<file path="src/rtl/core/sct_pkg.sv">
// ----------------------------------------------------------------------------
// sct_pkg: shared types, constants and helpers for the source tokenizer.
// ----------------------------------------------------------------------------
package sct_pkg;

    localparam int OFFSET_BITS = 16;

    localparam logic [3:0] M_IDLE   = 4'd0;
    localparam logic [3:0] M_WORD   = 4'd1;
    localparam logic [3:0] M_INT    = 4'd2;
    localparam logic [3:0] M_INTDOT = 4'd3;
    localparam logic [3:0] M_FLOAT  = 4'd4;
    localparam logic [3:0] M_STR    = 4'd5;
    localparam logic [3:0] M_STRESC = 4'd6;
    localparam logic [3:0] M_OP     = 4'd7;

    localparam logic [5:0] K_ID    = 6'd0;
    localparam logic [5:0] K_INT   = 6'd1;
    localparam logic [5:0] K_FLOAT = 6'd2;
    localparam logic [5:0] K_STR   = 6'd3;
    localparam logic [5:0] K_EOF   = 6'd4;
    localparam logic [5:0] K_NL    = 6'd5;
    localparam logic [5:0] K_DOT   = 6'd21;

    localparam logic [1:0] E_NONE  = 2'd0;
    localparam logic [1:0] E_UNTERM = 2'd1;
    localparam logic [1:0] E_INVAL = 2'd2;

    localparam logic [7:0] C_QUOTE = 8'h22;
    localparam logic [7:0] C_BSL   = 8'h5C;
    localparam logic [7:0] C_DOT   = 8'h2E;
    localparam logic [7:0] C_UND   = 8'h5F;
    localparam logic [7:0] C_NL    = 8'h0A;

    typedef struct packed {
        logic [7:0] ch;
        logic       final_byte;
    } in_word_t;

    typedef struct packed {
        logic [5:0]  kind;
        logic [15:0] start_offset;
        logic [15:0] length;
        logic [15:0] line;
        logic [1:0]  error_code;
        logic        run_end;
        logic        stream_done;
    } out_word_t;

    typedef struct packed {
        logic [1:0] cnt;
        out_word_t  r0;
        out_word_t  r1;
        out_word_t  r2;
    } bundle_t;

    function automatic logic is_letter(input logic [7:0] c);
        return (c >= 8'h61 && c <= 8'h7A) || (c >= 8'h41 && c <= 8'h5A);
    endfunction

    function automatic logic is_digit(input logic [7:0] c);
        return c >= 8'h30 && c <= 8'h39;
    endfunction

    function automatic logic is_blank(input logic [7:0] c);
        return c == 8'h20 || c == 8'h09 || c == 8'h0D || c == 8'h0B || c == 8'h0C;
    endfunction

    function automatic logic [5:0] single_kind(input logic [7:0] c);
        logic [5:0] k;
        k = 6'd0;
        case (c)
            8'h2B: k = 6'd6;
            8'h2D: k = 6'd8;
            8'h2A: k = 6'd10;
            8'h2F: k = 6'd11;
            8'h25: k = 6'd12;
            8'h26: k = 6'd13;
            8'h7C: k = 6'd14;
            8'h7B: k = 6'd15;
            8'h7D: k = 6'd16;
            8'h28: k = 6'd17;
            8'h29: k = 6'd18;
            8'h5B: k = 6'd19;
            8'h5D: k = 6'd20;
            8'h2E: k = 6'd21;
            8'h2C: k = 6'd22;
            8'h3B: k = 6'd23;
            8'h5F: k = 6'd24;
            8'h3F: k = 6'd25;
            8'h3D: k = 6'd27;
            8'h3C: k = 6'd30;
            8'h3E: k = 6'd33;
            8'h21: k = 6'd36;
            8'h3A: k = 6'd38;
            default: k = 6'd0;
        endcase
        return k;
    endfunction

    function automatic logic needs_look(input logic [7:0] c);
        return c == 8'h2B || c == 8'h2D || c == 8'h3F || c == 8'h3D || c == 8'h3C ||
               c == 8'h3E || c == 8'h21 || c == 8'h3A;
    endfunction

    function automatic logic [5:0] pair_kind(input logic [7:0] a, input logic [7:0] b);
        logic [5:0] k;
        k = 6'd0;
        if (a == 8'h2B && b == 8'h2B) k = 6'd7;
        if (a == 8'h2D && b == 8'h2D) k = 6'd9;
        if (a == 8'h3F && b == 8'h2E) k = 6'd26;
        if (a == 8'h3D && b == 8'h3D) k = 6'd28;
        if (a == 8'h3D && b == 8'h3E) k = 6'd29;
        if (a == 8'h3C && b == 8'h3D) k = 6'd31;
        if (a == 8'h3C && b == 8'h3C) k = 6'd32;
        if (a == 8'h3E && b == 8'h3D) k = 6'd34;
        if (a == 8'h3E && b == 8'h3E) k = 6'd35;
        if (a == 8'h21 && b == 8'h3D) k = 6'd37;
        if (a == 8'h3A && b == 8'h3A) k = 6'd39;
        return k;
    endfunction

    function automatic logic [15:0] sat_add(input logic [15:0] a, input logic [1:0] b);
        logic [16:0] s;
        s = {1'b0, a} + {15'd0, b};
        return s[16] ? 16'hFFFF : s[15:0];
    endfunction

endpackage

</file>
<file path="src/rtl/core/sct_if.sv">
// ----------------------------------------------------------------------------
// sct_if: valid/ready channels carrying one input or one token word.
// ----------------------------------------------------------------------------
interface sct_in_if;
    import sct_pkg::*;
    logic     valid;
    logic     ready;
    in_word_t data;
    modport source (output valid, output data, input ready);
    modport sink (input valid, input data, output ready);
endinterface

interface sct_out_if;
    import sct_pkg::*;
    logic      valid;
    logic      ready;
    out_word_t data;
    modport source (output valid, output data, input ready);
    modport sink (input valid, input data, output ready);
endinterface

</file>
<file path="src/rtl/core/sct_scan.sv">
// ----------------------------------------------------------------------------
// sct_scan: scanner state and per-byte token logic.
// Consumes one byte per advance and produces up to three result words.
// ----------------------------------------------------------------------------
module sct_scan
    import sct_pkg::*;
(
    input  logic     clk,
    input  logic     rst_n,
    input  logic     advance,
    input  in_word_t in_word,
    output bundle_t  bundle
);

    logic [3:0]             mode_reg, mode_next;
    logic [7:0]             held_reg, held_next;
    logic [OFFSET_BITS-1:0] tstart_reg, tstart_next;
    logic [OFFSET_BITS-1:0] pos_reg, pos_next;
    logic [15:0]            line_reg, line_next;
    logic                   err_reg, err_next;
    logic [15:0]            len_reg, len_next;

    logic [7:0]  c;
    logic        fin, used, err;
    logic [5:0]  pk;
    logic [1:0]  n;
    out_word_t   o [3];
    logic [15:0] line_emit;

    function automatic out_word_t mk(input logic [5:0] k, input logic [OFFSET_BITS-1:0] s,
                                     input logic [15:0] l, input logic [15:0] ln,
                                     input logic [1:0] e);
        out_word_t w;
        w.kind = k;
        w.start_offset = 16'(s);
        w.length = l;
        w.line = ln;
        w.error_code = e;
        w.run_end = 1'b0;
        w.stream_done = (e != E_NONE);
        return w;
    endfunction

    always_comb
    begin
        c = in_word.ch;
        fin = in_word.final_byte;
        mode_next = mode_reg;
        held_next = held_reg;
        tstart_next = tstart_reg;
        pos_next = pos_reg;
        line_next = line_reg;
        err_next = err_reg;
        len_next = len_reg;
        used = 1'b0;
        err = 1'b0;
        n = 2'd0;
        line_emit = line_reg;
        pk = pair_kind(held_reg, c);
        for (int i = 0; i < 3; i++)
        begin
            o[i] = '0;
        end

        if (err_reg)
        begin
            if (fin)
            begin
                mode_next = M_IDLE;
                held_next = '0;
                tstart_next = '0;
                pos_next = '0;
                line_next = 16'd1;
                err_next = 1'b0;
                len_next = '0;
            end
        end
        else
        begin
            case (mode_reg)
                M_WORD:
                    if (is_letter(c) || is_digit(c) || c == C_UND)
                    begin
                        len_next = sat_add(len_reg, 2'd1);
                        used = 1'b1;
                    end
                    else
                    begin
                        o[0] = mk(K_ID, tstart_reg, len_reg, line_emit, E_NONE);
                        n = 2'd1;
                        mode_next = M_IDLE;
                    end
                M_INT:
                    if (is_digit(c))
                    begin
                        len_next = sat_add(len_reg, 2'd1);
                        used = 1'b1;
                    end
                    else if (c == C_DOT)
                    begin
                        mode_next = M_INTDOT;
                        used = 1'b1;
                    end
                    else
                    begin
                        o[0] = mk(K_INT, tstart_reg, len_reg, line_emit, E_NONE);
                        n = 2'd1;
                        mode_next = M_IDLE;
                    end
                M_INTDOT:
                    if (is_digit(c))
                    begin
                        len_next = sat_add(len_reg, 2'd2);
                        mode_next = M_FLOAT;
                        used = 1'b1;
                    end
                    else
                    begin
                        o[0] = mk(K_INT, tstart_reg, len_reg, line_emit, E_NONE);
                        o[1] = mk(K_DOT, pos_reg - 1'b1, 16'd1, line_emit, E_NONE);
                        n = 2'd2;
                        mode_next = M_IDLE;
                    end
                M_FLOAT:
                    if (is_digit(c))
                    begin
                        len_next = sat_add(len_reg, 2'd1);
                        used = 1'b1;
                    end
                    else
                    begin
                        o[0] = mk(K_FLOAT, tstart_reg, len_reg, line_emit, E_NONE);
                        n = 2'd1;
                        mode_next = M_IDLE;
                    end
                M_STR:
                begin
                    len_next = sat_add(len_reg, 2'd1);
                    used = 1'b1;
                    if (c == C_QUOTE)
                    begin
                        o[0] = mk(K_STR, tstart_reg, len_next, line_emit, E_NONE);
                        n = 2'd1;
                        mode_next = M_IDLE;
                    end
                    else if (c == C_BSL)
                    begin
                        mode_next = M_STRESC;
                    end
                end
                M_STRESC:
                begin
                    len_next = sat_add(len_reg, 2'd1);
                    used = 1'b1;
                    if (c != C_BSL)
                    begin
                        mode_next = M_STR;
                    end
                end
                M_OP:
                begin
                    if (pk != 6'd0)
                    begin
                        o[0] = mk(pk, tstart_reg, 16'd2, line_emit, E_NONE);
                        used = 1'b1;
                    end
                    else
                    begin
                        o[0] = mk(single_kind(held_reg), tstart_reg, 16'd1, line_emit, E_NONE);
                    end
                    n = 2'd1;
                    mode_next = M_IDLE;
                end
                default: mode_next = M_IDLE;
            endcase

            if (!used)
            begin
                if (is_blank(c))
                begin
                end
                else if (is_letter(c) || is_digit(c) || c == C_QUOTE)
                begin
                    mode_next = is_letter(c) ? M_WORD : (is_digit(c) ? M_INT : M_STR);
                    tstart_next = pos_reg;
                    len_next = 16'd1;
                end
                else if (needs_look(c))
                begin
                    mode_next = M_OP;
                    held_next = c;
                    tstart_next = pos_reg;
                end
                else if (c == C_NL)
                begin
                    o[n] = mk(K_NL, pos_reg, 16'd1, line_emit, E_NONE);
                    n = n + 2'd1;
                    line_next = sat_add(line_reg, 2'd1);
                end
                else if (c == 8'd0)
                begin
                    o[n] = mk(K_EOF, pos_reg, 16'd1, line_emit, E_NONE);
                    n = n + 2'd1;
                end
                else if (single_kind(c) != 6'd0)
                begin
                    o[n] = mk(single_kind(c), pos_reg, 16'd1, line_emit, E_NONE);
                    n = n + 2'd1;
                end
                else
                begin
                    o[n] = mk(K_ID, pos_reg, 16'd0, line_emit, E_INVAL);
                    n = n + 2'd1;
                    err = 1'b1;
                end
            end

            // final flush uses the post-newline line count
            if (!err && fin)
            begin
                case (mode_next)
                    M_WORD:
                    begin
                        o[n] = mk(K_ID, tstart_next, len_next, line_next, E_NONE);
                        n = n + 2'd1;
                    end
                    M_INT:
                    begin
                        o[n] = mk(K_INT, tstart_next, len_next, line_next, E_NONE);
                        n = n + 2'd1;
                    end
                    M_INTDOT:
                    begin
                        o[n] = mk(K_INT, tstart_next, len_next, line_next, E_NONE);
                        o[n + 2'd1] = mk(K_DOT, pos_reg, 16'd1, line_next, E_NONE);
                        n = n + 2'd2;
                    end
                    M_FLOAT:
                    begin
                        o[n] = mk(K_FLOAT, tstart_next, len_next, line_next, E_NONE);
                        n = n + 2'd1;
                    end
                    M_STR, M_STRESC:
                    begin
                        o[n] = mk(K_ID, tstart_next, 16'd0, line_next, E_UNTERM);
                        n = n + 2'd1;
                    end
                    M_OP:
                    begin
                        o[n] = mk(single_kind(held_next), tstart_next, 16'd1, line_next,
                                  E_NONE);
                        n = n + 2'd1;
                    end
                    default:
                    begin
                    end
                endcase
                if (n == 2'd0)
                begin
                    o[0] = mk(K_EOF, pos_reg + 1'b1, 16'd0, line_next, E_NONE);
                    n = 2'd1;
                end
                o[n - 2'd1].stream_done = 1'b1;
            end

            if (n != 2'd0)
            begin
                o[n - 2'd1].run_end = 1'b1;
            end

            if (fin)
            begin
                mode_next = M_IDLE;
                held_next = '0;
                tstart_next = '0;
                pos_next = '0;
                line_next = 16'd1;
                err_next = 1'b0;
                len_next = '0;
            end
            else if (err)
            begin
                mode_next = M_IDLE;
                err_next = 1'b1;
            end
            else
            begin
                pos_next = pos_reg + 1'b1;
            end
        end

        bundle.cnt = n;
        bundle.r0 = o[0];
        bundle.r1 = o[1];
        bundle.r2 = o[2];
    end

    always_ff @(posedge clk or negedge rst_n)
    begin
        if (!rst_n)
        begin
            mode_reg <= M_IDLE;
            held_reg <= '0;
            tstart_reg <= '0;
            pos_reg <= '0;
            line_reg <= 16'd1;
            err_reg <= 1'b0;
            len_reg <= '0;
        end
        else if (advance)
        begin
            mode_reg <= mode_next;
            held_reg <= held_next;
            tstart_reg <= tstart_next;
            pos_reg <= pos_next;
            line_reg <= line_next;
            err_reg <= err_next;
            len_reg <= len_next;
        end
    end

endmodule

</file>
<file path="src/rtl/core/sct_drain.sv">
// ----------------------------------------------------------------------------
// sct_drain: result register that holds up to three words and sends
// them one per cycle while ready is high.
// ----------------------------------------------------------------------------
module sct_drain
    import sct_pkg::*;
(
    input  logic      clk,
    input  logic      rst_n,
    input  logic      load,
    input  bundle_t   bundle,
    output logic      empty_next,
    output logic      valid,
    input  logic      ready,
    output out_word_t data
);

    logic [1:0] cnt_reg, cnt_next;
    out_word_t  w0_reg, w1_reg, w2_reg;
    logic       pop;

    assign valid = (cnt_reg != 2'd0);
    assign data = w0_reg;
    assign pop = valid && ready;
    // drains fully this cycle, so a new bundle may load
    assign empty_next = (cnt_reg == 2'd0) || (cnt_reg == 2'd1 && ready);

    always_comb
    begin
        cnt_next = cnt_reg;
        if (load)
        begin
            cnt_next = bundle.cnt;
        end
        else if (pop)
        begin
            cnt_next = cnt_reg - 2'd1;
        end
    end

    always_ff @(posedge clk or negedge rst_n)
    begin
        if (!rst_n)
        begin
            cnt_reg <= 2'd0;
        end
        else
        begin
            cnt_reg <= cnt_next;
        end
    end

    always_ff @(posedge clk)
    begin
        if (load)
        begin
            w0_reg <= bundle.r0;
            w1_reg <= bundle.r1;
            w2_reg <= bundle.r2;
        end
        else if (pop)
        begin
            w0_reg <= w1_reg;
            w1_reg <= w2_reg;
        end
    end

endmodule

</file>
<file path="src/rtl/core/source_code_tokenizer.sv">
// ----------------------------------------------------------------------------
// source_code_tokenizer: streaming lexer, one source byte per word in,
// one token per word out.
// ----------------------------------------------------------------------------
//  channel   dir  payload
//  in_ch     in   ch, final_byte
//  out_ch    out  kind, start_offset, length, line, error_code, run_end,
//                 stream_done
//
// A byte is taken whenever the result register is empty or drains this
// cycle; while out_ch is ready, bytes giving one or no token stream at one
// per clock, tokens leaving one per cycle. A byte's first token is offered
// the cycle after it is taken; a byte with more holds input until all leave.
// Async reset returns to line 1, offset 0. Output stalls back up to input.
module source_code_tokenizer
    import sct_pkg::*;
(
    input logic        clk,
    input logic        rst_n,
    sct_in_if.sink     in_ch,
    sct_out_if.source  out_ch
);

    bundle_t bundle;
    logic    empty_next;
    logic    advance;

    assign in_ch.ready = empty_next;
    assign advance = in_ch.valid && in_ch.ready;

    sct_scan u_scan (
        .clk     (clk),
        .rst_n   (rst_n),
        .advance (advance),
        .in_word (in_ch.data),
        .bundle  (bundle)
    );

    sct_drain u_drain (
        .clk        (clk),
        .rst_n      (rst_n),
        .load       (advance),
        .bundle     (bundle),
        .empty_next (empty_next),
        .valid      (out_ch.valid),
        .ready      (out_ch.ready),
        .data       (out_ch.data)
    );

`ifndef SYNTHESIS
    a_err_done: assert property (@(posedge clk) disable iff (!rst_n)
        out_ch.valid && out_ch.data.error_code != E_NONE |-> out_ch.data.stream_done
        && out_ch.data.run_end)
        else $error("error word without end flags");
    a_done_end: assert property (@(posedge clk) disable iff (!rst_n)
        out_ch.valid && out_ch.data.stream_done |-> out_ch.data.run_end)
        else $error("stream_done without run_end");
    a_ready_tail: assert property (@(posedge clk) disable iff (!rst_n)
        in_ch.ready && out_ch.valid |-> out_ch.data.run_end)
        else $error("input taken before run drained");
`endif

endmodule
</file>
<file path="src/flat_wrapper.sv">
// flat-port wrapper written by rule: the top's interface ports become plain ports
module source_code_tokenizer_flat import sct_pkg::*;
  (clk, rst_n, in_ch_valid, in_ch_data, in_ch_ready, out_ch_valid, out_ch_data, out_ch_ready);
  sct_in_if in_ch_i ();
  sct_out_if out_ch_i ();
  input logic clk;
  input logic rst_n;
  input wire logic [$bits(in_ch_i.valid)-1:0] in_ch_valid;
  input wire logic [$bits(in_ch_i.data)-1:0] in_ch_data;
  output wire logic [$bits(in_ch_i.ready)-1:0] in_ch_ready;
  output wire logic [$bits(out_ch_i.valid)-1:0] out_ch_valid;
  output wire logic [$bits(out_ch_i.data)-1:0] out_ch_data;
  input wire logic [$bits(out_ch_i.ready)-1:0] out_ch_ready;
  assign in_ch_i.valid = in_ch_valid;
  assign in_ch_i.data = in_ch_data;
  assign in_ch_ready = in_ch_i.ready;
  assign out_ch_valid = out_ch_i.valid;
  assign out_ch_data = out_ch_i.data;
  assign out_ch_i.ready = out_ch_ready;
  source_code_tokenizer u_core (.clk(clk), .rst_n(rst_n), .in_ch(in_ch_i), .out_ch(out_ch_i));
endmodule
</file>
<file path="config.mk">
export PLATFORM = sky130hd
export DESIGN_NAME = source_code_tokenizer_flat
export DESIGN_NICKNAME = d
export VERILOG_FILES = /design/src/rtl/core/sct_pkg.sv /design/src/rtl/core/sct_if.sv /design/src/rtl/core/sct_scan.sv /design/src/rtl/core/sct_drain.sv /design/src/rtl/core/source_code_tokenizer.sv /design/src/flat_wrapper.sv
export SDC_FILE = /design/constraint.sdc
export NUM_CORES = 1
export LEC_CHECK = 0
export CORE_ASPECT_RATIO = 0.6
export CORE_MARGIN = 2
export CORE_UTILIZATION = 65
export CTS_CLUSTER_DIAMETER = 60
export DETAILED_ROUTE_END_ITERATION = 16
export DONT_BUFFER_PORTS = 1
export GPL_TIMING_DRIVEN = 1
export HOLD_SLACK_MARGIN = 0.06
export MAX_ROUTING_LAYER = met4
export PLACE_DENSITY = 0.8
export SYNTH_ARGS = -nofsm -noshare
export SYNTH_HDL_FRONTEND = slang
export SYNTH_HIERARCHICAL = 1
export SYNTH_SLANG_ARGS = --single-unit
</file>
<file path="constraint.sdc">
create_clock -name clk -period 9.05 [get_ports clk]
set_clock_uncertainty 0.05 [all_clocks]
set_input_delay 0.905 -clock clk [delete_from_list [all_inputs] [get_ports clk]]
set_output_delay 0.905 -clock clk [all_outputs]
set_load 0.05 [all_outputs]
</file>
==> flow_summary_export.csv, run 1 <==
group,metric,value,unit
routing,routed_wl,64.9,mm
timing,rsz0062_at_grt,"false",
timing,timing.fmax,144,MHz
placement,dp_hpwl,42.6,mm
placement,place_congestion,1.13,
worst_setup_path,crit_top_cell,"nor4_1",
synth,synth_cell_type_count,110,
timing,final_max_slew_viol_count,0,
worst_setup_path,crit_path_cell_trace,"nand2_1 -> nor4_1 -> a32o_1 -> o41a_1 -> nor3_4 -> xnor2_1 -> inv_1 -> ha_1 -> or2_2 -> nor4_1 -> nand4_1 -> a21oi_2 -> o31ai_4 -> nand3b_1 -> o22ai_1 -> mux2_2",
synth,syn_inst,1967,
clocking,cts_repair_resize_count,0,
layout,post-route-cell-area,19200,sq um
floorplanning,coreArea,27600,sq um
synth,yosysWarnings,6,
synth,synth_edf_count,174,
global_routing,grt_pass1_vias,16000,
worst_setup_path,slowest_stage,"dfrtp_1",
timing,hold_violations,0,
synth,synth_top_cell_area_share,28.5,%
floorplanning,die_w,221,um
run,cap_viol_max_count,0,
timing,timing.final.crit_share,76.9,%
clocking,clock_path_buffers,3,
placement,dpl_cell_area,18300,sq um
synth,synthTopCellsByCount,"edfxtp_1, nand2_1, nor2_1, o21ai_0, clkbuf_1",
layout,fin_util,69.6,%
floorplanning,num_rows,47,
floorplanning,die_h,134,um
routing,drt_iter0_markers,3281,
synth,syn_area,18300,sq um
routing,postRouteAntennaNets,0,
floorplanning,die_area,29600,sq um
power,vdd_drop_max,198,uV
clocking,cts_tree,"built",
synth,syn-num-nets,1994,
worst_setup_path,critPathLaunch,"u_core/u_scan/held_reg[2]$_DFFE_PN0P_",
global_routing,grt_first_pass_wirelength,97.7,mm
routing,dr.pass1.iters,8,
timing,setup_viol,0,
worst_setup_path,worstPathArrival,7220,ps
synth,synthFlopType,"edfxtp_1",
worst_hold_path,min_path_type,"primary input to async pin",
synth,async_reset_ff_share,31.2,%
layout,final_nets,1885,
power,p_total,5190,uW
clocking,insertion_delay,580,ps
clocking,htree_levels,1,
layout,final_cells,2245,
timing,finalSetupTns,0,ps
synth,ys_ff_latch,253,
worst_setup_path,startpoint_type,"register",
worst_setup_path,max_stage_delay,740,ps
clocking,cts_buffers,26,
layout,syn_to_final_growth,5.06,%
worst_setup_path,worstSetupEndpointType,"register",
placement,placed_cells,2196,
global_routing,grt_overflow_total,0,
floorplanning,initial_core_util,66.2,%
power,power.leakage,0.00687,uW
layout,n_antenna_cell,0,
worst_setup_path,ff2ff_path_depth,16,
worst_setup_path,cp_max_fo,21,
synth,seq_area_frac_synth,39.3,%
worst_setup_path,required,9310,ps
placement,io_buffer_count,0,
clocking,cts_sinks,253,
routing,remaining_drc_errors,0,
run_status,status,"complete, no violations",
routing,num_vias,17600,
clocking,clk_pin_slew,70,ps
routing,viasPerCell,7.85,
clocking,clockRootBuffer,"clkbuf_16",
timing,max_slew.worst_pin.slew,1290,ps
timing,post-route-min-period,6950,ps
floorplanning,pin_count,73,
worst_setup_path,criticalPathCategory,"register to register",
synth,yosysTopAreaCell,"edfxtp_1",
synth,synth.avg_cell_area,9.31,sq um
synth,synth_area_leaders,"edfxtp_1, dfrtp_1, mux2_4, nand2_1, o21ai_0",
power,pwr_density_cell,270,nW/um^2
routing,avgRoutedWirePerCell,28.9,um
global_routing,grt_max_degree,86,
worst_setup_path,rr_startpoint,"u_core/u_scan/held_reg[2]$_DFFE_PN0P_",
timing,maxSlewHeadroom,13.9,%
clocking,postCtsSetupBuffers,0,
global_routing,antenna_found_initial,0,
global_routing,track_usage,44.5,%
layout,drive_above_1_share,13.9,%
-- cell usage in the layout (no fill, tap or decap), types with 18 or more instances in the layout --
cell / instances
a31oi_1: 30
dfrtp_1: 77
nor4_1: 25
o22ai_1: 44
nand3_1: 68
nand2_1: 174
mux2_4: 67
nand4_1: 25
a22oi_1: 29
buf_4: 36
clkbuf_16: 26
o21ai_0: 129
nor3_1: 61
and3_1: 34
nand2b_1: 29
nor2_1: 152
xnor2_1: 21
a22o_1: 54
a211oi_1: 18
a21oi_1: 116
edfxtp_1: 174
inv_1: 32
mux2_2: 52
-- final cells by class --
type / instances / area [sq um]
Clock inverter: 16 / 209
Multi-Input combinational cell: 1507 / 10200
Fill cell: 2051 / 8410
Timing Repair Buffer: 37 / 298
Tap cell: 367 / 459
Sequential cell: 253 / 7200
Clock buffer: 32 / 713
Inverter: 33 / 124
-- final timing paths --
path / slack [ps] / endpoint
worst max-delay path: 2100 / u_core/u_drain/data[24]$_DFFE_PP_
worst min-delay path: 110 / u_core/u_scan/line_emit[0]$_DFFE_PN1P_
worst max register to register: 2100 / u_core/u_drain/data[24]$_DFFE_PP_
worst min register to register: 480 / u_core/u_drain/w1_reg[0]$_DFFE_PP_
max in group asynchronous: 8360 / u_core/u_scan/len_reg[9]$_DFFE_PN0P_
min in group clk: 370 / u_core/u_scan/held_reg[5]$_DFFE_PN0P_
-- worst max-delay path, delay by kind of cell (launching register included) --
kind	cells	cell delay (ps)
DFF	1	740
xor gates and xnor gates	1	650
AOI/OAI and AO/OA	5	1930
adders and majority gates	1	330
buffers and inverters	1	150
and+or+nand+nor	7	2510
muxes	1	330
-- kinds of logic after synthesis --
logic type               share of synthesized area, %
AO/OA/AOI/OAI                                    24.2
XOR/XNOR                                         1.53
adder cells (fa/ha/maj)                         0.957
buffers and inverters                            5.06
flip-flops                                       39.3
multiplexers                                     9.26
AND/OR/NAND/NOR                                  19.6
-- repair_timing --
item | CTS | global route
hold buffers | 1 | 0
endpoints found under the setup margin | 0 | 0
endpoints found under the hold margin | 78 | 0
-- report_power, final --
part | leakage [uW] | total (uW) | internal [uW] | switching [uW]
Combinational | 0.00360 | 1560 | 554 | 1010
Sequential | 0.00282 | 2460 | 1740 | 718
Clock | 0.000447 | 1160 | 657 | 505
Total | 0.00687 | 5190 | 2950 | 2230
-- per-stage QoR --
step	setup slack [ps]	hold WS (ps)
final	2100	109
after global routing	1910	97.1
after CTS	2400	108
after detailed placement	2140	470
after global placement	2350	457
after floorplan	3310	451
-- routing by layer --
layer  vias up  routed length [um]  global-route usage, %
met5         -                   0                      -
met4         0                2290                   12.6
met3       267               10700                   13.4
met2      1644               26100                   58.1
met1      8388               25800                   66.0
li1       7331                   -                      -
Note: power is estimated with default switching activity, not from simulation.
==> run 2: changes to the inputs <==
--- a/config.mk
+++ b/config.mk
@@ -7,14 +7,14 @@
 export LEC_CHECK = 0
 export CORE_ASPECT_RATIO = 0.6
 export CORE_MARGIN = 2
-export CORE_UTILIZATION = 65
+export CORE_UTILIZATION = 59
 export CTS_CLUSTER_DIAMETER = 60
 export DETAILED_ROUTE_END_ITERATION = 16
 export DONT_BUFFER_PORTS = 1
 export GPL_TIMING_DRIVEN = 1
 export HOLD_SLACK_MARGIN = 0.06
 export MAX_ROUTING_LAYER = met4
-export PLACE_DENSITY = 0.8
+export PLACE_DENSITY = 0.77
 export SYNTH_ARGS = -nofsm -noshare
 export SYNTH_HDL_FRONTEND = slang
 export SYNTH_HIERARCHICAL = 1
==> constraint.sdc (replaced) <==
create_clock -name clk -period 5.8 [get_ports clk]
set_clock_uncertainty 0.05 [all_clocks]
set_input_delay 0.58 -clock clk [delete_from_list [all_inputs] [get_ports clk]]
set_output_delay 0.58 -clock clk [all_outputs]
set_load 0.05 [all_outputs]
==> run 2 against run 1 <==
Sequential share of layout area fell by 0.59 points. Utilization is 4.9 points lower. Global-route usage fell by 3.4 points. Flip-flop and latch count unchanged. Clock power rose by 46%. Final cell count grew 3.6%. Die area rose by 9.9%. First-iteration DRC count increased by 0.34%. Hold slack barely moved. Critical path type unchanged. Largest cell class unchanged.
==> flow_summary_export.csv, run 2 (synthesis gave the netlist of run 1 again) <==
group,metric,value,unit
timing,hold_violations,0,
clocking,insertion_delay,590,ps
worst_setup_path,path_buf_inv,1,
routing,top_layer,"met4",
placement,io_buffer_count,0,
worst_setup_path,required,6080,ps
worst_setup_path,cp_max_fo,15,
timing,final_max_slew_viol_count,0,
worst_setup_path,slowest_stage,"dfrtp_1",
layout,fin_util,64.7,%
layout,syn_to_final_growth,6.75,%
power,p_total,8000,uW
timing,post-route-min-period,5600,ps
floorplanning,num_rows,49,
worst_hold_path,min_path_cells,1,
worst_setup_path,criticalPathCategory,"register to register",
floorplanning,pin_count,73,
clocking,cts_buffers,26,
worst_setup_path,max_stage_delay,530,ps
floorplanning,initial_core_util,60.6,%
run_status,status,"complete, no violations",
layout,final_cell_mix,"nand2_1, edfxtp_1, nor2_1",
global_routing,antenna_found_initial,1,
floorplanning,die_area,32500,sq um
worst_setup_path,startpoint_type,"register",
clocking,cts_sinks,253,
power,vdd_drop_max,333,uV
layout,drive_above_1_share,15.2,%
worst_setup_path,r2r_slack,200,ps
clocking,clk_pin_slew,70,ps
routing,met3_length,10.5,mm
worst_hold_path,min_from,"in_ch_data[1]",
layout,n_fill_cell,2450,
routing,remaining_drc_errors,0,
power,pwr_density_cell,410,nW/um^2
layout,final_nets,1924,
worst_setup_path,ff2ff_path_depth,16,
routing,drt_iter0_markers,3292,
routing,num_vias,17400,
clocking,cts_tree,"built",
global_routing,track_usage,41.1,%
floorplanning,die_w,231,um
timing,timing.final.crit_share,96.6,%
worst_hold_path,hold_path_end,"u_core/u_scan/held_reg[0]$_DFFE_PN0P_",
timing,finalSetupTns,0,ps
global_routing,grt_overflow_total,0,
timing,timing.fmax,178,MHz
global_routing,grt_max_degree,127,
worst_setup_path,crit_path_cell_trace,"nand4bb_1 -> nor4_1 -> o21a_1 -> o41a_1 -> nor3_4 -> xnor2_1 -> inv_1 -> ha_1 -> or2_2 -> nor4_1 -> nand4_1 -> a21oi_2 -> o31ai_4 -> o211a_1 -> a22o_1 -> mux2_4",
power,power.leakage,0.00703,uW
worst_hold_path,min_path_type,"primary input to register",
routing,viasPerCell,7.47,
routing,postRouteAntennaNets,0,
clocking,clockRootBuffer,"clkbuf_16",
routing,avgRoutedWirePerCell,28.4,um
worst_setup_path,rr_startpoint,"u_core/u_scan/held_reg[6]$_DFFE_PN0P_",
timing,maxSlewHeadroom,3.40,%
global_routing,grt_first_pass_wirelength,99.7,mm
worst_setup_path,worstPathArrival,5890,ps
routing,routed_wl,66.0,mm
global_routing,grt_pass1_vias,15700,
placement,dp_hpwl,45.4,mm
worst_setup_path,crit_top_cell,"nor4_1",
clocking,clock_path_buffers,3,
worst_setup_path,worstSetupEndpointType,"register",
timing,layout_setup_ws,196,ps
routing,drt-met1-wl,27.9,mm
floorplanning,die_h,140,um
worst_setup_path,critical-path-top-delay-family,"simple AND/OR/NAND/NOR gates",
routing,routed-wl-met2,25.7,mm
floorplanning,coreArea,30200,sq um
clocking,htree_levels,1,
routing,dr.pass1.iters,6,
run,cap_viol_max_count,0,
worst_setup_path,r2r_end,"u_core/u_drain/data[17]$_DFFE_PP_",
placement,place_congestion,1.05,
timing,setup_viol,0,
placement,pre_cts_ws,223,ps
timing,max_slew.worst_pin.slew,1440,ps
timing,rsz0062_at_grt,"false",
==> run 2: cell count changes in the layout (fill, tap and decap cells not counted), moves of 2 or more <==
cell           delta
buf_4            +35
clkbuf_1          +7
clkinv_2          -5
buf_12            +2
bufinv_16         -2
clkinv_1          +2
clkinv_4          +2
clkinvlp_4        -2
dlygate4sd3_1     +2
==> run 2: per-layer routing <==
| layer | vias up | GRT usage, % |
|---|---|---|
| met4 | 0 | 9.88 |
| met5 | - | - |
| met3 | 187 | 13.2 |
| li1 | 7397 | - |
| met2 | 1434 | 52.3 |
| met1 | 8365 | 62.0 |
==> run 2: area by class of cell <==
class / instances / area [sq um] / share of cell area [%]
multi-input cells: 1507 / 10200 / 52.4
flip-flops and latches: 253 / 7200 / 36.9
clock inverters: 10 / 120 / 0.615
repair buffers: 76 / 621 / 3.18
clock buffers: 38 / 726 / 3.71
well taps: 408 / 510 / 2.61
inverters: 33 / 124 / 0.634
diodes: 1 / 2.50 / 0.0128
==> run 2: worst reg2reg max path, delay by kind of cell (launching register included) <==
family,cells,cell delay [ps]
simple gates,6,2020
compound gates,6,1900
flops,1,530
fa+ha+maj,1,310
mux,1,250
xor+xnor,1,200
buf+inv,1,110
==> run 2: how the worst max path moves through the flow <==
stage	from	to	slack [ps]	depth (start not counted)
after floorplan	u_core/u_drain/cnt_reg[0]$_DFFE_PN0P_	u_core/u_drain/data[0]$_DFFE_PP_	330	9
after global placement	in_ch_data[5]	u_core/u_drain/data[10]$_DFFE_PP_	360	15
after detailed placement	in_ch_data[5]	u_core/u_drain/data[56]$_DFFE_PP_	220	16
after CTS	u_core/u_scan/held_reg[6]$_DFFE_PN0P_	u_core/u_drain/data[56]$_DFFE_PP_	410	17
after global routing	u_core/u_scan/held_reg[6]$_DFFE_PN0P_	u_core/u_drain/data[17]$_DFFE_PP_	40	16
final	u_core/u_scan/held_reg[6]$_DFFE_PN0P_	u_core/u_drain/data[17]$_DFFE_PP_	200	16
==> run 2: what timing repair did <==
action,CTS,global route
buffers inserted,0,0
endpoints found under the setup margin,0,1
endpoints found under the hold margin,80,0
resized for setup,0,3
hold buffers,3,0
==> run 2: report_power, final <==
group	switching (uW)	total [uW]	internal [uW]
clock network	766	1690	925
registers	1130	3840	2710
logic	1560	2470	908
==> run 2: per-stage QoR <==
step / hold WS (ps) / instances / area (sq um)
5_1_grt: 87.4 / 2326 / 19500
2_1_floorplan: 234 / 1967 / 18300
3_3_place_gp: 236 / 2274 / 18600
6_report: 109 / 2326 / 19500
3_5_place_dp: 237 / 2274 / 18600
4_1_cts: 88.0 / 2325 / 19500
